### src/rtl/core/fswt_pkg.sv
// ----------------------------------------------------------------------------
// Framed serial word transmitter package
// Shared command type, sequencer states, framing constants and the word
// framing function.
// ----------------------------------------------------------------------------
`default_nettype none

package fswt_pkg;

  typedef enum logic {
    OP_TICK,
    OP_BYTE
  } op_t;

  typedef enum logic [1:0] {
    BK_READY,
    BK_PUSH_BYTE,
    BK_PUSH_END
  } bk_state_t;

  typedef struct packed {
    op_t        op;
    logic [7:0] byte_value;
    logic       first_byte;
    logic       last_byte;
  } cmd_t;

  localparam logic [7:0]  START_BYTE = 8'h00;
  localparam logic [7:0]  END_BYTE   = 8'hAA;
  localparam logic [15:0] EMPTY_WORD = 16'hFFFF;
  localparam logic [3:0]  WORD_TOP   = 4'hF;
  localparam logic [4:0]  LAST_BIT   = 5'd15;

  // Start bit 0, data bits, parity bit and two stop bits; the low 12 bits.
  function automatic logic [11:0] frame_word(input logic [7:0] data, input logic odd);
    logic par;
    par = (^data) ^ odd;
    return {2'b11, par, data, 1'b0};
  endfunction

endpackage

`default_nettype wire

### src/rtl/core/fswt_front.sv
// ----------------------------------------------------------------------------
// Framed serial word transmitter front end
// Accepts requests, classifies them into tick or byte commands and holds
// them in a two-entry command queue for the back end.
// ----------------------------------------------------------------------------
`default_nettype none

module fswt_front (
  input  wire logic          clk,
  input  wire logic          rst_n,
  input  wire logic          in_valid,
  output logic               in_ready,
  input  wire logic          in_mode,
  input  wire logic [7:0]    in_byte_value,
  input  wire logic          in_first_byte,
  input  wire logic          in_last_byte,
  output logic               cmd_valid,
  output fswt_pkg::cmd_t     cmd,
  input  wire logic          cmd_ready
);
  import fswt_pkg::*;

  cmd_t       ent_r [2];
  logic       wr_ptr_r;
  logic       rd_ptr_r;
  logic [1:0] cnt_r;
  logic [1:0] cnt_nxt;
  cmd_t       cmd_in;
  logic       push;
  logic       pop;

  always_comb begin
    cmd_in.op         = in_mode ? OP_BYTE : OP_TICK;
    cmd_in.byte_value = in_mode ? in_byte_value : 8'd0;
    cmd_in.first_byte = in_mode & in_first_byte;
    cmd_in.last_byte  = in_mode & in_last_byte;
  end

  assign in_ready  = (cnt_r != 2'd2);
  assign cmd_valid = (cnt_r != 2'd0);
  assign cmd       = ent_r[rd_ptr_r];
  assign push      = in_valid && in_ready;
  assign pop       = cmd_valid && cmd_ready;

  always_comb begin
    cnt_nxt = cnt_r;
    if (push && !pop) begin
      cnt_nxt = cnt_r + 2'd1;
    end else if (pop && !push) begin
      cnt_nxt = cnt_r - 2'd1;
    end
  end

  always_ff @(posedge clk) begin
    if (!rst_n) begin
      wr_ptr_r <= 1'b0;
      rd_ptr_r <= 1'b0;
      cnt_r    <= 2'd0;
    end else begin
      if (push) begin
        wr_ptr_r <= ~wr_ptr_r;
      end
      if (pop) begin
        rd_ptr_r <= ~rd_ptr_r;
      end
      cnt_r <= cnt_nxt;
    end
  end

  always_ff @(posedge clk) begin
    if (push) begin
      ent_r[wr_ptr_r] <= cmd_in;
    end
  end

endmodule

`default_nettype wire

### src/rtl/core/fswt_back.sv
// ----------------------------------------------------------------------------
// Framed serial word transmitter back end
// Executes commands: frames and stores words in the word memory, drives the
// serial clock and data lines on ticks and registers one result per command.
// ----------------------------------------------------------------------------
`default_nettype none

module fswt_back #(
  parameter int QUEUE_DEPTH = 256
) (
  input  wire logic          clk,
  input  wire logic          rst_n,
  input  wire logic          cmd_valid,
  input  wire fswt_pkg::cmd_t cmd,
  output logic               cmd_ready,
  output logic               out_valid,
  input  wire logic          out_ready,
  output logic               out_clock_level,
  output logic               out_data_level,
  output logic [1:0]         out_words_dropped,
  output logic [8:0]         out_queue_level
);
  import fswt_pkg::*;

  localparam int AW = (QUEUE_DEPTH > 1) ? $clog2(QUEUE_DEPTH) : 1;
  localparam int CW = $clog2(QUEUE_DEPTH + 1);

  logic [11:0]   mem [QUEUE_DEPTH];
  logic [11:0]   rd_q_r;

  bk_state_t     state_r;
  bk_state_t     state_nxt;
  logic [AW-1:0] wp_r;
  logic [AW-1:0] rp_r;
  logic [CW-1:0] count_r;
  logic [CW-1:0] count_nxt;
  logic          phase_r;
  logic          phase_nxt;
  logic [4:0]    bitpos_r;
  logic [4:0]    bitpos_nxt;
  logic [15:0]   cur_word_r;
  logic          from_mem_r;
  logic          data_r;
  logic          data_nxt;
  logic [1:0]    drop_r;
  logic [1:0]    drop_sum;

  logic          out_valid_r;
  logic          out_clock_r;
  logic          out_data_r;
  logic [1:0]    out_drop_r;
  logic [8:0]    out_level_r;

  logic          out_free;
  logic          step;
  logic          do_push;
  logic          do_tick;
  logic          done;
  logic [11:0]   push_word;
  logic          full;
  logic          empty;
  logic          wr_en;
  logic          drop_now;
  logic          pop;
  logic          rd_en;
  logic [15:0]   cur_word;
  logic [CW+8:0] level_ext;

  assign out_free = !out_valid_r || out_ready;
  assign step     = cmd_valid && out_free;

  always_comb begin
    state_nxt = state_r;
    case (state_r)
      BK_READY: begin
        if (step && cmd.op == OP_BYTE) begin
          if (cmd.first_byte) begin
            state_nxt = BK_PUSH_BYTE;
          end else if (cmd.last_byte) begin
            state_nxt = BK_PUSH_END;
          end
        end
      end
      BK_PUSH_BYTE: begin
        if (step) begin
          state_nxt = cmd.last_byte ? BK_PUSH_END : BK_READY;
        end
      end
      BK_PUSH_END: begin
        if (step) begin
          state_nxt = BK_READY;
        end
      end
      default: state_nxt = BK_READY;
    endcase
  end

  always_comb begin
    do_push   = 1'b0;
    do_tick   = 1'b0;
    done      = 1'b0;
    push_word = frame_word(cmd.byte_value, 1'b1);
    case (state_r)
      BK_READY: begin
        if (step) begin
          if (cmd.op == OP_TICK) begin
            do_tick = 1'b1;
            done    = 1'b1;
          end else begin
            do_push = 1'b1;
            if (cmd.first_byte) begin
              push_word = frame_word(START_BYTE, 1'b0);
            end
            done = !cmd.first_byte && !cmd.last_byte;
          end
        end
      end
      BK_PUSH_BYTE: begin
        if (step) begin
          do_push = 1'b1;
          done    = !cmd.last_byte;
        end
      end
      BK_PUSH_END: begin
        if (step) begin
          do_push   = 1'b1;
          push_word = frame_word(END_BYTE, 1'b0);
          done      = 1'b1;
        end
      end
      default: ;
    endcase
  end

  assign cmd_ready = done;

  assign full     = (count_r == CW'(QUEUE_DEPTH));
  assign empty    = (count_r == '0);
  assign wr_en    = do_push && !full;
  assign drop_now = do_push && full;
  assign pop      = do_tick && phase_r && (bitpos_r > LAST_BIT);
  assign rd_en    = pop && !empty;
  assign drop_sum = drop_r + {1'b0, drop_now};
  assign cur_word = from_mem_r ? {WORD_TOP, rd_q_r} : cur_word_r;

  always_comb begin
    count_nxt = count_r;
    if (wr_en) begin
      count_nxt = count_r + CW'(1);
    end else if (rd_en) begin
      count_nxt = count_r - CW'(1);
    end
  end

  always_comb begin
    phase_nxt  = phase_r;
    data_nxt   = data_r;
    bitpos_nxt = bitpos_r;
    if (do_tick) begin
      phase_nxt = ~phase_r;
      if (!phase_r) begin
        data_nxt   = cur_word[bitpos_r[3:0]];
        bitpos_nxt = bitpos_r + 5'd1;
      end else if (pop) begin
        bitpos_nxt = 5'd0;
      end
    end
  end

  assign level_ext = {9'd0, count_nxt};

  always_ff @(posedge clk) begin
    if (!rst_n) begin
      state_r     <= BK_READY;
      wp_r        <= '0;
      rp_r        <= '0;
      count_r     <= '0;
      phase_r     <= 1'b0;
      bitpos_r    <= 5'd0;
      cur_word_r  <= 16'd0;
      from_mem_r  <= 1'b0;
      data_r      <= 1'b0;
      drop_r      <= 2'd0;
      out_valid_r <= 1'b0;
    end else begin
      state_r  <= state_nxt;
      count_r  <= count_nxt;
      phase_r  <= phase_nxt;
      bitpos_r <= bitpos_nxt;
      data_r   <= data_nxt;
      if (wr_en) begin
        wp_r <= (wp_r == AW'(QUEUE_DEPTH - 1)) ? '0 : wp_r + AW'(1);
      end
      if (rd_en) begin
        rp_r <= (rp_r == AW'(QUEUE_DEPTH - 1)) ? '0 : rp_r + AW'(1);
      end
      if (pop) begin
        if (empty) begin
          cur_word_r <= EMPTY_WORD;
          from_mem_r <= 1'b0;
        end else begin
          from_mem_r <= 1'b1;
        end
      end
      if (done) begin
        drop_r <= 2'd0;
      end else if (do_push) begin
        drop_r <= drop_sum;
      end
      if (done) begin
        out_valid_r <= 1'b1;
      end else if (out_ready) begin
        out_valid_r <= 1'b0;
      end
    end
  end

  always_ff @(posedge clk) begin
    if (done) begin
      out_clock_r <= phase_nxt;
      out_data_r  <= data_nxt;
      out_drop_r  <= drop_sum;
      out_level_r <= level_ext[8:0];
    end
  end

  always_ff @(posedge clk) begin
    if (wr_en) begin
      mem[wp_r] <= push_word;
    end
    if (rd_en) begin
      rd_q_r <= mem[rp_r];
    end
  end

  assign out_valid         = out_valid_r;
  assign out_clock_level   = out_clock_r;
  assign out_data_level    = out_data_r;
  assign out_words_dropped = out_drop_r;
  assign out_queue_level   = out_level_r;

endmodule

`default_nettype wire

### src/rtl/core/framed_serial_word_transmitter.sv
// ----------------------------------------------------------------------------
// Framed serial word transmitter
// The input channel takes one request per item: a timer tick (mode 0) or a
// message byte (mode 1) with first and last markers. A byte is framed into
// 12-bit words (start word, byte word, end word as marked) that wait in a
// word memory of QUEUE_DEPTH entries. Ticks toggle the serial clock; each
// high phase shifts the next word bit onto the data line, and after 16 bits
// the next word is taken from the memory, or all ones when it is empty.
// Every request gives exactly one result on the output channel with the
// line levels, the words dropped on a full memory and the fill level.
// The back end pushes a byte's framed words (one to three) one at a time,
// as the word memory has a single write port. Each result is registered
// in the output register when the back end retires its command.
// A two-entry command queue and an output register let requests keep
// arriving while a result waits. When the receiver stalls, the back end
// holds, then the command queue fills and in_ready falls. Reset empties
// the word memory by clearing its pointers and count; no clearing pass.
// ----------------------------------------------------------------------------
`default_nettype none

module framed_serial_word_transmitter #(
  parameter int QUEUE_DEPTH = 256
) (
  input  wire logic       clk,
  input  wire logic       rst_n,
  input  wire logic       in_valid,
  output logic            in_ready,
  input  wire logic       in_mode,
  input  wire logic [7:0] in_byte_value,
  input  wire logic       in_first_byte,
  input  wire logic       in_last_byte,
  output logic            out_valid,
  input  wire logic       out_ready,
  output logic            out_clock_level,
  output logic            out_data_level,
  output logic [1:0]      out_words_dropped,
  output logic [8:0]      out_queue_level
);
  import fswt_pkg::*;

  localparam logic [8:0] LEVEL_FULL = 9'(QUEUE_DEPTH % 512);

  logic cmd_valid;
  logic cmd_ready;
  cmd_t cmd;

  fswt_front u_front (
    .clk           (clk),
    .rst_n         (rst_n),
    .in_valid      (in_valid),
    .in_ready      (in_ready),
    .in_mode       (in_mode),
    .in_byte_value (in_byte_value),
    .in_first_byte (in_first_byte),
    .in_last_byte  (in_last_byte),
    .cmd_valid     (cmd_valid),
    .cmd           (cmd),
    .cmd_ready     (cmd_ready)
  );

  fswt_back #(
    .QUEUE_DEPTH (QUEUE_DEPTH)
  ) u_back (
    .clk               (clk),
    .rst_n             (rst_n),
    .cmd_valid         (cmd_valid),
    .cmd               (cmd),
    .cmd_ready         (cmd_ready),
    .out_valid         (out_valid),
    .out_ready         (out_ready),
    .out_clock_level   (out_clock_level),
    .out_data_level    (out_data_level),
    .out_words_dropped (out_words_dropped),
    .out_queue_level   (out_queue_level)
  );

  a_pop_needs_cmd: assert property (@(posedge clk) disable iff (!rst_n)
    cmd_ready |-> cmd_valid)
    else $error("Back end retired a command that was not there.");

  a_drop_when_full: assert property (@(posedge clk) disable iff (!rst_n)
    (out_valid && out_words_dropped != 2'd0) |-> out_queue_level == LEVEL_FULL)
    else $error("Words were dropped while the word memory was not full.");

  a_reset_clears_out: assert property (@(posedge clk)
    !rst_n |=> !out_valid)
    else $error("Result valid right after reset.");

endmodule

`default_nettype wire

### config.mk
export PLATFORM = sky130hd
export DESIGN_NAME = framed_serial_word_transmitter
export DESIGN_NICKNAME = d
export VERILOG_FILES = /design/src/rtl/core/fswt_pkg.sv /design/src/rtl/core/fswt_front.sv /design/src/rtl/core/fswt_back.sv /design/src/rtl/core/framed_serial_word_transmitter.sv
export SDC_FILE = /design/constraint.sdc
export NUM_CORES = 2
export LEC_CHECK = 0
export ABC_AREA = 1
export BUFFER_PORTS_ARGS = -buffer_cell sky130_fd_sc_hd__buf_2
export CAP_MARGIN = 20
export CORE_ASPECT_RATIO = 0.5
export CORE_MARGIN = 5
export CORE_UTILIZATION = 30
export DETAILED_ROUTE_END_ITERATION = 10
export HOLD_SLACK_MARGIN = 0.06
export PLACE_DENSITY = 0.54
export SLEW_MARGIN = 20
export SYNTH_ARGS = -nofsm -noshare
export SYNTH_HDL_FRONTEND = slang
export SYNTH_SLANG_ARGS = --single-unit
### constraint.sdc
create_clock -name clk -period 15.36 [get_ports clk]
set_input_delay 1.536 -clock clk [delete_from_list [all_inputs] [get_ports clk]]
set_output_delay 1.536 -clock clk [all_outputs]
set_load 0.03 [all_outputs]
; ---- Word-level counts from Yosys, hierarchy flattened
; Memories as Yosys holds them, arrays and structs flattened. A register that Yosys moved wholly into a read port is not among the register bits.
; Index checks and enable logic that the tools add are counted.
; Widths: inputs -> output; s select.
[word_totals]
register_bits = 56
latch_bits = 0
ram_bits = 3094
rom_bits = 0
inputBits = 15
output_inout_bits = 15
wordCells = 127
mem_count = 2
[op_classes]
add_sub_neg = 8
n_mul = 0
div = 0
order_cmp = 2
n_eq_ne = 11
shift = 0
mux = 48
n_bitwise = 7
reduce_logical = 31
[memory_table]
columns = memory, words, width, rd, rd_ports_with_merged_regs, wr, line
row1 = u_back.mem, 256, 12, 1, 1, 1, fswt_back.sv:28  ; logic [11:0] mem [QUEUE_DEPTH];
row2 = u_front.ent_r, 2, 11, 1, 1, 1, fswt_front.sv:23  ; cmd_t ent_r [2];
[op_table]
columns = cell, count
row1 = $mux 12, 2
row2 = $mux 8, 3
row3 = $pmux 12 s2, 1
row4 = $mux 1, 23
row5 = $mux 10, 2
row6 = $mux 9, 2
row7 = $add 8x1->8 const B, 2
row8 = $eq 8x8->1 const B, 2
row9 = $mux 16, 1
row10 = $mux 2, 8
row11 = $logic_and 1x1->1, 12
row12 = $mux 5, 2
row13 = $add 9x1->9 const B, 1
row14 = $eq 9x9->1 const B, 1
row15 = $logic_not 9->1, 1
row16 = $sub 9x1->9 const B, 1
row17 = $reduce_xor 8->1, 1
row18 = $logic_not 1->1, 7
row19 = $ne 2x1->1 const B, 3
row20 = $pmux 2 s3, 1
row21 = $reduce_bool 2->1, 3
row22 = $add 5x1->5 const B, 1
row23 = $gt 5x4->1 const B, 1
row24 = $lt 4x5->1 const B, 1
row25 = other kinds (17), 25

; ---- Depth between registers and ports, before layout
[logic_depth]
ltp_word = 10
depth_mapped = 19
mapped_depth_nobuf = 17

; ---- Cells and area by module
; From an unflattened synthesis, not the netlist that was laid out.
[hier_totals]
cells_unflattened = 9411
hier_area_um2 = 101330.9
[modules_own_cells]
columns = mod, n_inst, cells_each, area_each_um2, seq_area_each_um2
row1 = fswt_back, 1, 9319, 100203.6, 70627.7
row2 = fswt_front, 1, 92, 1127.3, 760.7

; ---- Worst setup path after synthesis
; Ideal clock, no wire load.
[synth_path]
path_type = input to register
from = in out_ready
to = mem u_back.mem[0][2], data pin
arrival_time_ps = 8863
slack_ps = 4918
stages = 7
cell_sequence = nor2_1 a21oi_2 nand3_1 nor2_1 inv_1 nor2_1 a21oi_1
[synth_via]
elab_chain_cells = 4
[synth_rtl]
columns = element, line
row1 = from (decl), framed_serial_word_transmitter.sv:33  ; input wire logic out_ready,
row2 = $logic_or 1x1->1 *, fswt_back.sv:69  ; assign out_free = !out_valid_r || out_ready;
row3 = $logic_and 1x1->1 *, fswt_back.sv:70  ; assign step = cmd_valid && out_free;
row4 = $mux 10 / $mux 12 (equally long branches), "fswt_back.sv:125, fswt_back.sv:105"
row5 = $pmux 12 s2 *, fswt_back.sv:103  ; case (state_r)
row6 = via u_back.push_word[2], fswt_back.sv:59  ; logic [11:0] push_word;
row7 = to (decl), fswt_back.sv:28
; The timed path passes the listed nets; every way through them passes the cells marked *.

==> impl_metrics.prom <==
# TYPE chip_impl_metric gauge
chip_impl_metric{name="antenna_found_initial",unit=""} 9
chip_impl_metric{name="synthArstFlopShare",unit=""} 0
chip_impl_info{name="post_synth_main_area_contributors",value="edfxtp_1 (70%), nand2_1 (9.9%), nor2_1 (5.1%), nand3_1 (3.8%), inv_1 (2.7%)"} 1
chip_impl_info{name="synth_most_common_cell",value="nand2_1"} 1
chip_impl_metric{name="total_power",unit="mW"} 16.0
chip_impl_metric{name="count_of_final_setup_violators",unit=""} 0
chip_impl_metric{name="grt_util_all_layers",unit=""} 0.159
chip_impl_metric{name="drc_errors",unit=""} 0
chip_impl_metric{name="route.detailed.vias_per_inst",unit=""} 4.76
chip_impl_metric{name="ff2ff_setup_slack",unit="ns"} 10.00
chip_impl_metric{name="synthDominantCellAreaShare",unit=""} 0.699
chip_impl_info{name="setup.worst_path.end_class",value="flip-flop"} 1
chip_impl_metric{name="critical_path_peak_fanout",unit=""} 125
chip_impl_metric{name="critPathRequiredTime",unit="ns"} 15.99
chip_impl_metric{name="synth_simple_gate_area_share",unit=""} 0.192
chip_impl_metric{name="finalHoldViolCount",unit=""} 0
chip_impl_metric{name="gp_routability_congestion",unit=""} 0.822
chip_impl_metric{name="max_freq",unit="MHz"} 187
chip_impl_metric{name="synthesis.instances",unit=""} 9400
chip_impl_info{name="ctsRootBufferMaster",value="clkbuf_16"} 1
chip_impl_metric{name="synthMuxAreaShare",unit=""} 0.000794
chip_impl_metric{name="drt.antenna.violating_nets",unit=""} 0
chip_impl_metric{name="remaining_global_route_overflow",unit=""} 0
chip_impl_metric{name="synth.lib_cells_used.distinct",unit=""} 42
chip_impl_info{name="outcome",value="completed"} 1
chip_impl_info{name="synth_top_family_by_area",value="simple AND/OR/NAND/NOR gates"} 1
chip_impl_metric{name="io_pins",unit=""} 30
chip_impl_metric{name="synth-edff-count",unit=""} 2348
chip_impl_metric{name="routed_wire_length_per_instance",unit="um"} 20.5
chip_impl_metric{name="synth.avg_cell_area",unit="um^2"} 10.7
chip_impl_metric{name="row_count",unit=""} 150
chip_impl_info{name="hold_path_class",value="reg2reg"} 1
chip_impl_info{name="synth_area_leader",value="edfxtp_1"} 1
chip_impl_metric{name="synth_compound_area_frac",unit=""} 0.0432
chip_impl_metric{name="final_max_slew_viol_count",unit=""} 0
chip_impl_metric{name="pin_count_of_the_biggest_net_entering_global_routing",unit=""} 202
chip_impl_metric{name="cts_hold_repair.buffers",unit=""} 0
chip_impl_metric{name="fin_crit",unit="ns"} 5.36
chip_impl_metric{name="worst_slew_pin_slew",unit="ns"} 1.36
chip_impl_metric{name="slew-limit-headroom",unit=""} 0.0933
chip_impl_metric{name="design.final.nets",unit=""} 9278
chip_impl_metric{name="cts-root-to-sink-buffers",unit=""} 3
chip_impl_metric{name="die_width",unit="um"} 830
chip_impl_metric{name="number_of_global_route_vias_before_repair",unit=""} 62399
chip_impl_metric{name="die_y",unit="um"} 420
chip_impl_metric{name="clock_skew",unit="ns"} 0.0469
chip_impl_metric{name="static_power_due_to_leakage",unit="nW"} 41.4
chip_impl_metric{name="power.ir.vdd_worst",unit="mV"} 0.258
chip_impl_info{name="synth_flop_cell",value="edfxtp_1"} 1
chip_impl_info{name="grt_setup_unrepaired",value="false"} 1
chip_impl_metric{name="max_cap_viol_count",unit=""} 0
chip_impl_metric{name="pwr_density_cell",unit="nW/um^2"} 142
chip_impl_metric{name="area_delta_synth_final",unit="%"} 11.6
chip_impl_metric{name="clock_sinks",unit=""} 2392
chip_impl_metric{name="totalWireLength",unit="um"} 286000
chip_impl_metric{name="cts_resized",unit=""} 0
chip_impl_metric{name="critPathArrivalTime",unit="ns"} 5.99
chip_impl_info{name="worst_setup_path_start_kind",value="flip-flop"} 1
chip_impl_metric{name="detailedPlacementHpwl",unit="um"} 161000
chip_impl_metric{name="placement.io_buffers",unit=""} 29
chip_impl_metric{name="drive_above_1_share",unit=""} 0.0539
chip_impl_metric{name="nFillCells",unit=""} 33580
chip_impl_metric{name="clk_latency",unit="ns"} 0.88
chip_impl_metric{name="ys_seq_area_frac",unit=""} 0.708
chip_impl_metric{name="clk_pin_slew",unit="ns"} 0.06
chip_impl_metric{name="count_of_vias_placed_by_the_detailed_router",unit=""} 66247
chip_impl_metric{name="yosys_reg_bits",unit=""} 2392
chip_impl_metric{name="adder_cell_fraction_of_synth_area",unit=""} 0.00198
chip_impl_metric{name="tritoncts.num_buffers",unit=""} 235
chip_impl_metric{name="initial_core_util",unit=""} 0.302
chip_impl_info{name="criticalPathCategory",value="reg2reg"} 1
chip_impl_metric{name="post-cts-setup-buffers",unit=""} 0
chip_impl_metric{name="area_of_the_die",unit="um^2"} 349000
chip_impl_metric{name="tns",unit="ns"} 0
chip_impl_metric{name="dr.pass1.iters",unit=""} 6
chip_impl_metric{name="htree_num_levels",unit=""} 4
chip_impl_metric{name="synthesis.nets",unit=""} 9431
chip_impl_metric{name="post_synth_instance_area",unit="um^2"} 101000
chip_impl_metric{name="grt_first_pass_wirelength",unit="um"} 417000
chip_impl_metric{name="yosys.area_share.xor_xnor",unit=""} 0.00200
chip_impl_metric{name="core",unit="um^2"} 334000
chip_impl_metric{name="total_number_of_yosys_warnings",unit=""} 0
chip_impl_info{name="tritoncts",value="yes"} 1
chip_impl_metric{name="final_min_period_over_clock_period",unit=""} 0.349
chip_impl_metric{name="first_iter_violations",unit=""} 7293
chip_impl_info{name="post_synth_most_frequent_cells",value="nand2_1 (2669), edfxtp_1 (2348), nor2_1 (1369)"} 1
## flip-flops by register name, summed over array words and instances (netlist names), named ones only
name	cells
u_front.ent_r	22
u_back.mem	2304
u_back.drop_r	2
u_back.out_valid	1
u_back.rd_q_r	9
u_front.wr_ptr_r	1
u_back.from_mem_r	1
u_back.cur_word_r	1
u_back.out_data_level	1
u_back.data_r	1
u_back.count_r	9
u_front.rd_ptr_r	1
u_back.out_words_dropped	2
u_back.rp_r	8
u_back.phase_r	1
u_front.cnt_r	2
u_back.out_clock_level	1
u_back.wp_r	8
u_back.out_queue_level	9
u_back.state_r	2
u_back.bitpos_r	5
## worst max-delay path: stages, from the launching register on
cell,delay [ns]
dfxtp_4,0.54
inv_8,0.65
buf_4,0.91
buf_4,0.76
buf_4,0.65
nand3_1,0.15
nand3_1,0.17
nand2_1,0.13
nor2_1,0.18
nand2_1,0.23
nand3_1,0.16
nand2_1,0.08
nand2_1,0.07
nand2_1,0.08
inv_1,0.05
nand2_1,0.04
## power by group
part,internal (mW),total (mW),leakage (nW),switching (mW)
Sequential,8.40,8.43,21.6,0.0326
Clock,2.99,5.46,3.49,2.47
Combinational,0.206,2.09,16.4,1.88
Total,11.6,16.0,41.4,4.39
## stage by stage
stage	util	area [um^2]	worst slack (ns)	instances	hold WS, ns
finish	0.337	113000	10.00	13932	0.473
global route	0.337	113000	9.65	13931	0.492
CTS	0.336	113000	9.97	13929	0.474
detailed placement	0.315	105000	9.40	13492	0.460
global placement	0.315	105000	9.36	13491	0.458
floorplan	-	101000	4.92	9400	0.441
## cell families after synthesis
logic type	after synthesis
compound gates	825
xor+xnor	23
fa+ha+maj	16
buf+inv	1276
flops	2392
mux	8
simple gates	4860
## final timing paths
kind | depth (start not counted) | startpoint | endpoint
hold reg to reg | 2 | u_back.cur_word_r[0] | u_back.cur_word_r[0]
setup / recovery | 15 | u_back.rp_r[1] | u_back.rd_q_r[8]
setup reg to reg | 15 | u_back.rp_r[1] | u_back.rd_q_r[8]
hold / removal | 2 | u_back.cur_word_r[0] | u_back.cur_word_r[0]
## routing by layer
metal	vias up	global-route usage	share of wire
met3	354	0.0338	0.085
met1	32409	0.229	0.45
li1	31117	-	-
met5	-	0	0
met4	0	0.0389	0.023
met2	2367	0.244	0.44
## layout by cell type (no fill, tap or decap), types with 3 or more instances in the layout
master / instances
a21oi_1: 124
a21oi_4: 4
a31oi_1: 5
buf_12: 14
buf_2: 29
buf_4: 88
bufinv_16: 6
clkbuf_1: 76
clkbuf_16: 239
clkbuf_8: 8
clkinv_1: 78
clkinv_2: 38
clkinv_8: 4
dfxtp_1: 40
dfxtp_4: 3
edfxtp_1: 2348
ha_1: 16
inv_1: 715
inv_2: 13
inv_6: 7
mux2i_1: 8
nand2_1: 2667
nand3_1: 775
nand3_2: 6
nand4_1: 4
nand4_4: 6
nor2_1: 1351
nor2_2: 13
nor2_4: 6
o211ai_1: 80
o21ai_0: 337
o21ai_1: 268
or2_1: 11
or2_2: 8
xnor2_1: 3
xor2_1: 20
## area by class of cell
| type | instances | area (um^2) | area share |
|---|---|---|---|
| antenna | 1 | 2.50 | 0.0000222 |
| multi-input combinational | 5732 | 24400 | 0.217 |
| sequential | 2392 | 71400 | 0.634 |
| timing repair buffer | 132 | 1110 | 0.00989 |
| inverter | 754 | 2860 | 0.0254 |
| clock inverter | 114 | 769 | 0.00684 |
| tap | 4484 | 5610 | 0.0498 |
| clock buffer | 323 | 6380 | 0.0566 |
Power figures use the tool's default switching activity.
